$ cat src/hdl/rrqs_pkg.sv
// ----------------------------------------------------------------------------
// rrqs_pkg
// Shared constants, codes and control types of the round-robin time-slice
// scheduler.
// ----------------------------------------------------------------------------
package rrqs_pkg;

    // Default ring depth and stored time width.
    localparam int DEPTH_DEFAULT     = 16;
    localparam int TIME_BITS_DEFAULT = 16;

    // Fixed port widths.
    localparam int ID_W     = 8;
    localparam int IO_TIME_W = 16;
    localparam int OCC_W    = 5;
    localparam int STATUS_W = 2;

    // Quantum value after reset.
    localparam logic [IO_TIME_W-1:0] QUANTUM_RESET = 16'd2;

    // Operation codes of the func field.
    localparam logic FUNC_ADD   = 1'b0;
    localparam logic FUNC_SERVE = 1'b1;

    // Result status codes.
    localparam logic [STATUS_W-1:0] STATUS_OK    = 2'd0;
    localparam logic [STATUS_W-1:0] STATUS_EMPTY = 2'd1;
    localparam logic [STATUS_W-1:0] STATUS_FULL  = 2'd2;

    // Commands from the controller to the datapath.
    typedef struct packed {
        logic add;      // append the incoming process at the tail
        logic reject;   // report an add on a full ring
        logic empty;    // report a serve on an empty ring
        logic read;     // start the read of the head entry
        logic serve;    // finish a serve with the head entry read out
    } rrqs_cmd_t;

    // Status from the datapath to the controller.
    typedef struct packed {
        logic full;
        logic empty;
        logic res_pending;
    } rrqs_stat_t;

endpackage

$ cat src/hdl/rrqs_ram.sv
// ----------------------------------------------------------------------------
// rrqs_ram
// Generic single-write, single-read RAM with a registered read port.
// ----------------------------------------------------------------------------
module rrqs_ram #(
    parameter int WIDTH = 8,
    parameter int DEPTH = 16
) (
    input  logic                     aclk,
    input  logic                     wr_en,
    input  logic [$clog2(DEPTH)-1:0] wr_addr,
    input  logic [WIDTH-1:0]         wr_data,
    input  logic                     rd_en,
    input  logic [$clog2(DEPTH)-1:0] rd_addr,
    output logic [WIDTH-1:0]         rd_data
);

    logic [WIDTH-1:0] mem [DEPTH];

    // Write port and registered read port.
    always_ff @(posedge aclk) begin
        if (wr_en) begin
            mem[wr_addr] <= wr_data;
        end
        if (rd_en) begin
            rd_data <= mem[rd_addr];
        end
    end

endmodule

$ cat src/hdl/rrqs_ctrl.sv
// ----------------------------------------------------------------------------
// rrqs_ctrl
// Controller of the scheduler: takes input items and sequences the ring
// operations that the datapath carries out.
// ----------------------------------------------------------------------------
module rrqs_ctrl
    import rrqs_pkg::*;
(
    input  logic       aclk,
    input  logic       aresetn,
    input  logic       s_valid,
    output logic       s_ready,
    input  logic       s_func,
    input  rrqs_stat_t stat,
    output rrqs_cmd_t  cmd
);

    typedef enum logic {
        ST_IDLE,
        ST_EXEC
    } state_t;

    state_t state_reg;
    state_t state_next;
    logic   accept;

    // An item is taken only when idle and the result slot is free.
    assign s_ready = (state_reg == ST_IDLE) && !stat.res_pending;
    assign accept  = s_valid && s_ready;

    // Command decode and next state.
    always_comb begin
        cmd        = '0;
        state_next = state_reg;
        case (state_reg)
            ST_IDLE: begin
                if (accept) begin
                    if (s_func == FUNC_ADD) begin
                        cmd.add    = !stat.full;
                        cmd.reject = stat.full;
                    end else if (stat.empty) begin
                        cmd.empty = 1'b1;
                    end else begin
                        cmd.read   = 1'b1;
                        state_next = ST_EXEC;
                    end
                end
            end
            ST_EXEC: begin
                cmd.serve  = 1'b1;
                state_next = ST_IDLE;
            end
            default: begin
                state_next = ST_IDLE;
            end
        endcase
    end

    // State register.
    always_ff @(posedge aclk) begin
        if (!aresetn) begin
            state_reg <= ST_IDLE;
        end else begin
            state_reg <= state_next;
        end
    end

endmodule

$ cat src/hdl/rrqs_datapath.sv
// ----------------------------------------------------------------------------
// rrqs_datapath
// Datapath of the scheduler: ring storage, head and count registers, the
// quantum register, the slice subtraction and the result registers.
// ----------------------------------------------------------------------------
module rrqs_datapath
    import rrqs_pkg::*;
#(
    parameter int DEPTH     = DEPTH_DEFAULT,
    parameter int TIME_BITS = TIME_BITS_DEFAULT
) (
    input  logic                 aclk,
    input  logic                 aresetn,
    input  logic                 cfg_wr_en,
    input  logic [IO_TIME_W-1:0] cfg_wr_data,
    input  logic [ID_W-1:0]      s_process_id,
    input  logic [IO_TIME_W-1:0] s_burst_time,
    input  rrqs_cmd_t            cmd,
    output rrqs_stat_t           stat,
    output logic                 m_valid,
    input  logic                 m_ready,
    output logic [ID_W-1:0]      m_served_id,
    output logic [IO_TIME_W-1:0] m_time_left,
    output logic                 m_finished,
    output logic [STATUS_W-1:0]  m_status,
    output logic [OCC_W-1:0]     m_occupancy
);

    localparam int PTR_W   = $clog2(DEPTH);
    localparam int CNT_W   = $clog2(DEPTH + 1);
    localparam int SUM_W   = CNT_W + 1;
    localparam int ENTRY_W = ID_W + TIME_BITS;
    localparam int CMP_W   = (TIME_BITS > IO_TIME_W) ? TIME_BITS : IO_TIME_W;

    logic [PTR_W-1:0]     head_reg;
    logic [PTR_W-1:0]     head_next;
    logic [CNT_W-1:0]     count_reg;
    logic [CNT_W-1:0]     count_next;
    logic [IO_TIME_W-1:0] quantum_reg;

    // Pending result slot and output register.
    logic                 res_valid_reg;
    logic [ID_W-1:0]      res_id_reg;
    logic [TIME_BITS-1:0] res_time_reg;
    logic                 res_fin_reg;
    logic [STATUS_W-1:0]  res_status_reg;
    logic [CNT_W-1:0]     res_count_reg;
    logic                 res_load;
    logic [ID_W-1:0]      res_id_next;
    logic [TIME_BITS-1:0] res_time_next;
    logic                 res_fin_next;
    logic [STATUS_W-1:0]  res_status_next;

    logic                 out_valid_reg;
    logic [ID_W-1:0]      out_id_reg;
    logic [TIME_BITS-1:0] out_time_reg;
    logic                 out_fin_reg;
    logic [STATUS_W-1:0]  out_status_reg;
    logic [CNT_W-1:0]     out_count_reg;
    logic                 out_load;

    logic [SUM_W-1:0]               tail_sum;
    logic [SUM_W-1:0]               tail_wrap;
    logic [PTR_W-1:0]               tail_ptr;
    logic [IO_TIME_W+TIME_BITS-1:0] burst_wide;
    logic [TIME_BITS-1:0]           burst;
    logic [ENTRY_W-1:0]             rd_data;
    logic [ID_W-1:0]                head_id;
    logic [CMP_W-1:0]               head_time;
    logic [CMP_W-1:0]               quantum_ext;
    logic [CMP_W-1:0]               diff;
    logic                           requeue;
    logic                           wr_en;
    logic [ENTRY_W-1:0]             wr_data;
    logic [IO_TIME_W+TIME_BITS-1:0] time_out_wide;
    logic [OCC_W+CNT_W-1:0]         occ_wide;

    assign stat.full        = (count_reg == CNT_W'(DEPTH));
    assign stat.empty       = (count_reg == '0);
    assign stat.res_pending = res_valid_reg;

    // The tail sits count entries past the head, modulo the depth. After a
    // pop the head moves on and the count drops, so the tail stays put.
    assign tail_sum  = SUM_W'(head_reg) + SUM_W'(count_reg);
    assign tail_wrap = (tail_sum >= SUM_W'(DEPTH)) ? (tail_sum - SUM_W'(DEPTH)) : tail_sum;
    assign tail_ptr  = tail_wrap[PTR_W-1:0];

    // Burst time kept in the stored time width.
    assign burst_wide = {{TIME_BITS{1'b0}}, s_burst_time};
    assign burst      = burst_wide[TIME_BITS-1:0];

    // Slice subtraction on the head entry.
    assign head_id     = rd_data[ENTRY_W-1:TIME_BITS];
    assign head_time   = CMP_W'(rd_data[TIME_BITS-1:0]);
    assign quantum_ext = CMP_W'(quantum_reg);
    assign requeue     = (head_time > quantum_ext);
    assign diff        = head_time - quantum_ext;

    // Ring write: a new process or a requeued one, always at the tail.
    assign wr_en   = cmd.add || (cmd.serve && requeue);
    assign wr_data = cmd.add ? {s_process_id, burst} : {head_id, diff[TIME_BITS-1:0]};

    rrqs_ram #(
        .WIDTH (ENTRY_W),
        .DEPTH (DEPTH)
    ) u_ring (
        .aclk    (aclk),
        .wr_en   (wr_en),
        .wr_addr (tail_ptr),
        .wr_data (wr_data),
        .rd_en   (cmd.read),
        .rd_addr (head_reg),
        .rd_data (rd_data)
    );

    // Head and count updates.
    always_comb begin
        head_next  = head_reg;
        count_next = count_reg;
        if (cmd.add) begin
            count_next = count_reg + CNT_W'(1);
        end else if (cmd.serve) begin
            head_next = (head_reg == PTR_W'(DEPTH - 1)) ? '0 : head_reg + PTR_W'(1);
            if (!requeue) begin
                count_next = count_reg - CNT_W'(1);
            end
        end
    end

    // Result of the item that completes in this cycle.
    always_comb begin
        res_load        = cmd.add || cmd.reject || cmd.empty || cmd.serve;
        res_id_next     = s_process_id;
        res_time_next   = '0;
        res_fin_next    = 1'b0;
        res_status_next = STATUS_OK;
        if (cmd.add) begin
            res_time_next = burst;
        end else if (cmd.reject) begin
            res_status_next = STATUS_FULL;
        end else if (cmd.empty) begin
            res_id_next     = '0;
            res_status_next = STATUS_EMPTY;
        end else if (cmd.serve) begin
            res_id_next = head_id;
            if (requeue) begin
                res_time_next = diff[TIME_BITS-1:0];
            end else begin
                res_fin_next = 1'b1;
            end
        end
    end

    assign out_load = res_valid_reg && (!out_valid_reg || m_ready);

    // Control registers.
    always_ff @(posedge aclk) begin
        if (!aresetn) begin
            head_reg      <= '0;
            count_reg     <= '0;
            quantum_reg   <= QUANTUM_RESET;
            res_valid_reg <= 1'b0;
            out_valid_reg <= 1'b0;
        end else begin
            head_reg  <= head_next;
            count_reg <= count_next;
            if (cfg_wr_en) begin
                quantum_reg <= cfg_wr_data;
            end
            if (res_load) begin
                res_valid_reg <= 1'b1;
            end else if (out_load) begin
                res_valid_reg <= 1'b0;
            end
            if (out_load) begin
                out_valid_reg <= 1'b1;
            end else if (m_ready) begin
                out_valid_reg <= 1'b0;
            end
        end
    end

    // Result payload registers.
    always_ff @(posedge aclk) begin
        if (res_load) begin
            res_id_reg     <= res_id_next;
            res_time_reg   <= res_time_next;
            res_fin_reg    <= res_fin_next;
            res_status_reg <= res_status_next;
            res_count_reg  <= count_next;
        end
        if (out_load) begin
            out_id_reg     <= res_id_reg;
            out_time_reg   <= res_time_reg;
            out_fin_reg    <= res_fin_reg;
            out_status_reg <= res_status_reg;
            out_count_reg  <= res_count_reg;
        end
    end

    // Output ports in their fixed widths.
    assign time_out_wide = {{IO_TIME_W{1'b0}}, out_time_reg};
    assign occ_wide      = {{OCC_W{1'b0}}, out_count_reg};
    assign m_valid       = out_valid_reg;
    assign m_served_id   = out_id_reg;
    assign m_time_left   = time_out_wide[IO_TIME_W-1:0];
    assign m_finished    = out_fin_reg;
    assign m_status      = out_status_reg;
    assign m_occupancy   = occ_wide[OCC_W-1:0];

endmodule

$ cat src/hdl/round_robin_quantum_scheduler_top.sv
// ----------------------------------------------------------------------------
// round_robin_quantum_scheduler_top
// Round-robin time-slice scheduler over a ring of up to DEPTH processes.
// ----------------------------------------------------------------------------
// An add, a rejected add and a serve on an empty ring load their result into
// a one-entry result slot at the accepting edge; it moves into the output
// register at the next edge when that register is free or m_ready is high,
// and s_ready stays low while the slot is occupied. A serve of a non-empty
// ring first reads the head entry out of the ring RAM through its registered
// read port; the slice is then subtracted, the entry is written back at the
// tail and the result is loaded into the slot. m_valid is high while the
// output register holds a result. While the output register waits for
// m_ready, one more item can be taken and held in the result slot; after
// that the input stalls until the output transfer.
// The quantum register is written through cfg_wr_en and cfg_wr_data and
// resets to 2.
module round_robin_quantum_scheduler_top
    import rrqs_pkg::*;
#(
    parameter int DEPTH     = DEPTH_DEFAULT,
    parameter int TIME_BITS = TIME_BITS_DEFAULT
) (
    input  logic                 aclk,
    input  logic                 aresetn,
    input  logic                 cfg_wr_en,
    input  logic [IO_TIME_W-1:0] cfg_wr_data,
    input  logic                 s_valid,
    output logic                 s_ready,
    input  logic                 s_func,
    input  logic [ID_W-1:0]      s_process_id,
    input  logic [IO_TIME_W-1:0] s_burst_time,
    output logic                 m_valid,
    input  logic                 m_ready,
    output logic [ID_W-1:0]      m_served_id,
    output logic [IO_TIME_W-1:0] m_time_left,
    output logic                 m_finished,
    output logic [STATUS_W-1:0]  m_status,
    output logic [OCC_W-1:0]     m_occupancy
);

    rrqs_cmd_t  cmd;
    rrqs_stat_t stat;

    rrqs_ctrl u_ctrl (
        .aclk    (aclk),
        .aresetn (aresetn),
        .s_valid (s_valid),
        .s_ready (s_ready),
        .s_func  (s_func),
        .stat    (stat),
        .cmd     (cmd)
    );

    rrqs_datapath #(
        .DEPTH     (DEPTH),
        .TIME_BITS (TIME_BITS)
    ) u_datapath (
        .aclk         (aclk),
        .aresetn      (aresetn),
        .cfg_wr_en    (cfg_wr_en),
        .cfg_wr_data  (cfg_wr_data),
        .s_process_id (s_process_id),
        .s_burst_time (s_burst_time),
        .cmd          (cmd),
        .stat         (stat),
        .m_valid      (m_valid),
        .m_ready      (m_ready),
        .m_served_id  (m_served_id),
        .m_time_left  (m_time_left),
        .m_finished   (m_finished),
        .m_status     (m_status),
        .m_occupancy  (m_occupancy)
    );

endmodule

$ cat config.mk
export PLATFORM = sky130hd
export DESIGN_NAME = round_robin_quantum_scheduler_top
export DESIGN_NICKNAME = d
export VERILOG_FILES = /design/src/hdl/rrqs_pkg.sv /design/src/hdl/rrqs_ram.sv /design/src/hdl/rrqs_ctrl.sv /design/src/hdl/rrqs_datapath.sv /design/src/hdl/round_robin_quantum_scheduler_top.sv
export SDC_FILE = /design/constraint.sdc
export NUM_CORES = 1
export LEC_CHECK = 0
export ABC_AREA = 1
export ABC_CLOCK_PERIOD_IN_PS = 3900
export BUFFER_PORTS_ARGS = -buffer_cell sky130_fd_sc_hd__buf_2
export CAP_MARGIN = 10
export CELL_PAD_IN_SITES_DETAIL_PLACEMENT = 1
export CELL_PAD_IN_SITES_GLOBAL_PLACEMENT = 2
export CORE_MARGIN = 2
export CORE_UTILIZATION = 41
export DETAILED_ROUTE_END_ITERATION = 12
export PLACE_DENSITY_LB_ADDON = 0.05
export RECOVER_POWER = 25
export SLEW_MARGIN = 20
export SYNTH_ARGS = -nofsm -noshare
export SYNTH_HDL_FRONTEND = slang
export SYNTH_HIERARCHICAL = 1
export SYNTH_SLANG_ARGS = --single-unit
$ cat constraint.sdc
create_clock -name aclk -period 3.9 [get_ports aclk]
set_input_delay 0.78 -clock aclk [delete_from_list [all_inputs] [get_ports aclk]]
set_output_delay 0.78 -clock aclk [all_outputs]
set_load 0.05 [all_outputs]
==> qor.txt <==
Data arrival time of the critical path: 3.71 ns
Switch share: 0.275
Syn nets: 2178
Layout Skew: 0.0292 ns
Netlist cell types: 38
Final min period: 3.28 ns
Synth Area in XOR/XNOR: 0.00681
Multiplexer share of the synthesized area: 0
Global-route wire length before repair: 97400 µm
Final setup margin: 0.617 ns
Static Leak: 10.4 nW
CTS tree: yes
FF+latch count, synth: 500
Post-route ant nets: 0
Top_reg_cell synth: edfxtp_1
Number of post-CTS setup repair buffers: 0
Vias in the first global route: 15700
Core outline area: 0.0527 mm²
Slowest-stage cell, CP: nor2_1
GRT Residual Overflow: 0
Clk network pwr share: 0.376
Clock root buffer: clkbuf_16
Top cells by area, synth: edfxtp_1, nand2_1, nand3_1
Final period utilization: 0.842
Initial Utilization: 0.416
Die area: 0.0552 mm²
Switch Pwr: 0.00377 W
Largest area contributor in the netlist: edfxtp_1
Nets: 2289
Simple-gate share of the synthesized area: 0.195
Sequential share of power: 0.479
Number of buffers created by CTS: 55
Hold Vio Cnt, Final: 0
Number of flip-flops in the largest register: 384
Drt initial violations: 948
Final Non-Filler Cells: 2949
Largest register by flop count: u_datapath/u_ring/mem
Syn_area_per_cell: 10.4 µm²
Ys Warns: 6
Comb pwr share: 0.145
Compound-Gate Fraction of Synth Area: 0.0266
Clk sinks: 500
Total number of vias: 14800
Status: finished, violations left
H-tree depth: 2
Final setup vio count: 0
Fmax: 305 MHz
Number of diodes: 0
DRC errors left: 0
Wirelength per Cell: 21.6 µm
Synth Cell Area: 0.0219 mm²
CP Class: register to register
CP top delay family: simple AND/OR/NAND/NOR gates
Die X-Extent: 235 µm
Maxcap violations: 2
Synth top area share: 0.648
Post-DP Area: 0.0235 mm²
Layout cell share with drive strength beyond 1: 0.0960
Power Density: 545 mW/mm²
Setup crit start kind: register
RSZ-0062 raised after global routing: false
Total track usage: 0.233
Internal power: 0.00994 W
Final HPWL DP: 40900 µm
Top post-synthesis cells by count: nand2_1, edfxtp_1, inv_1
EDFF count, synth: 472
IO Port Bufs: 79
Die height: 235 µm
Worst-path fanout max: 15
Pre-CTS setup slack: 0.730 ns
Worst Tran Pin Value: 1.88 ns
GPL Wtd Cong: 0.871
# rows: 84
Seq/Total Area, Yosys: 0.673
Total negative setup slack: 0 ns
Largest regs: u_datapath/u_ring/mem: 384 flops, u_datapath/u_ring/rd_data: 24 flops
Final Slew Violations: 58
VDD IR max: 0.000359 V
Clk pin slew, worst setup/hold paths: 0.06 ns
Vias per cell: 5.03
Syn-to-layout area delta: 14.9%
Post-route cell area: 0.0251 mm²
Most frequent CP cell: nor2_1
Worst relative slew slack: -0.252
CP bufs+invs: 2
Final hold slack: 0.404 ns
Hold WC Path Type: input pin to register
Initial DRT Pass Iterations: 5
Cell with the most instances after synthesis: nand2_1
Post-Place Cells: 2849
Initial antenna violation count: 1
Clock buffer depth: 3
# hold bufs at CTS: 0
Cts repair resizes: 0
Setup crit end kind: register
Req. time, crit path: 4.32 ns
Synth Area in Adders: 0.0150
Largest net degree at the start of global routing: 99
Largest family of logic cells by synthesized area: simple AND/OR/NAND/NOR gates
Failing checks: max-capacitance violations, max-slew violations
Detailed Route WL: 63600 µm
# IOs: 80
Later-pin clock latency in the skew report: 0.62 ns
Post-synthesis async set-or-reset flop share: 0
Crit-path cells: inv_1, ha_1, nand2_1, nor2_1, nor2_4, nor2_1, inv_1, nor2_1, nand4_2, o21ai_0
Synth Instances: 2107
Largest stage delay on the critical path: 0.72 ns
power groups by stage:
| stage | Sequential (W) | Combinational [W] | Clock, W |
|---|---|---|---|
| 3_3_place_gp | 0.00666 | 0.00202 | 0 |
| 6_report | 0.00656 | 0.00198 | 0.00516 |
| 2_1_floorplan | 0.00679 | 0.000982 | 0 |
| 3_5_place_dp | 0.00667 | 0.00205 | 0 |
| 5_1_grt | 0.00659 | 0.00217 | 0.00547 |
| 4_1_cts | 0.00656 | 0.00206 | 0.00529 |
layout make-up:
cell class | count | area, µm²
Fill cell | 5837 | 27500
Sequential cell | 500 | 14700
Multi-Input combinational cell | 1155 | 5450
Clock buffer | 65 | 1450
Inverter | 360 | 1360
Timing Repair Buffer | 146 | 966
Tap cell | 688 | 861
Clock inverter | 35 | 327
logic make-up after synthesis:
group / count (synthesis)
adders and majority gates: 25
buffers and inverters: 452
AOI/OAI and AO/OA: 104
DFF: 500
and+or+nand+nor: 1009
xor gates and xnor gates: 17
routing by layer:
metal	GRT usage	part of all wire
met4	0.0738	0.028
met1	0.317	0.46
met2	0.391	0.48
met5	0	0
met3	0.0257	0.035
worst paths after layout:
check | start | to | slack [ns] | depth (start not counted)
worst min register to register | u_datapath/res_time_reg[12] | u_datapath/m_time_left[12] | 0.42 | 0
worst max-delay path | u_datapath/count_reg[1] | u_datapath/res_time_reg[10] | 0.62 | 10
worst min-delay path | cfg_wr_data[1] | u_datapath/quantum_ext[1] | 0.40 | 3
worst max register to register | u_datapath/count_reg[1] | u_datapath/res_time_reg[10] | 0.62 | 10
worst reg2reg max path, stage by stage (launching register included):
cell     delay (ns)
dfxtp_1        0.36
inv_1          0.16
ha_1           0.18
nand2_1        0.08
nor2_1         0.23
nor2_4         0.08
nor2_1         0.31
inv_1          0.11
nor2_1         0.72
nand4_2        0.53
o21ai_0        0.34
stage by stage:
step,power (W),utilization
after floorplan,0.00778,-
after global placement,0.00868,0.446
after detailed placement,0.00872,0.446
after CTS,0.0139,0.480
after global routing,0.0142,0.478
final,0.0137,0.478
cell usage in the layout (no fill, tap or decap), types with 12 or more instances in the layout:
cell type	netlist	layout
dfxtp_1	28	25
buf_12	0	12
edfxtp_1	472	472
nor2_1	53	37
nand3_1	305	306
buf_2	46	43
o21ai_1	10	13
ha_1	23	23
clkbuf_16	0	56
a21oi_1	35	35
o21ai_0	39	34
nand2_1	626	627
buf_4	16	45
clkbuf_1	21	54
nor2_4	1	17
clkinv_1	2	19
inv_1	354	352
No activity file was read; power rests on OpenSTA's default activity.
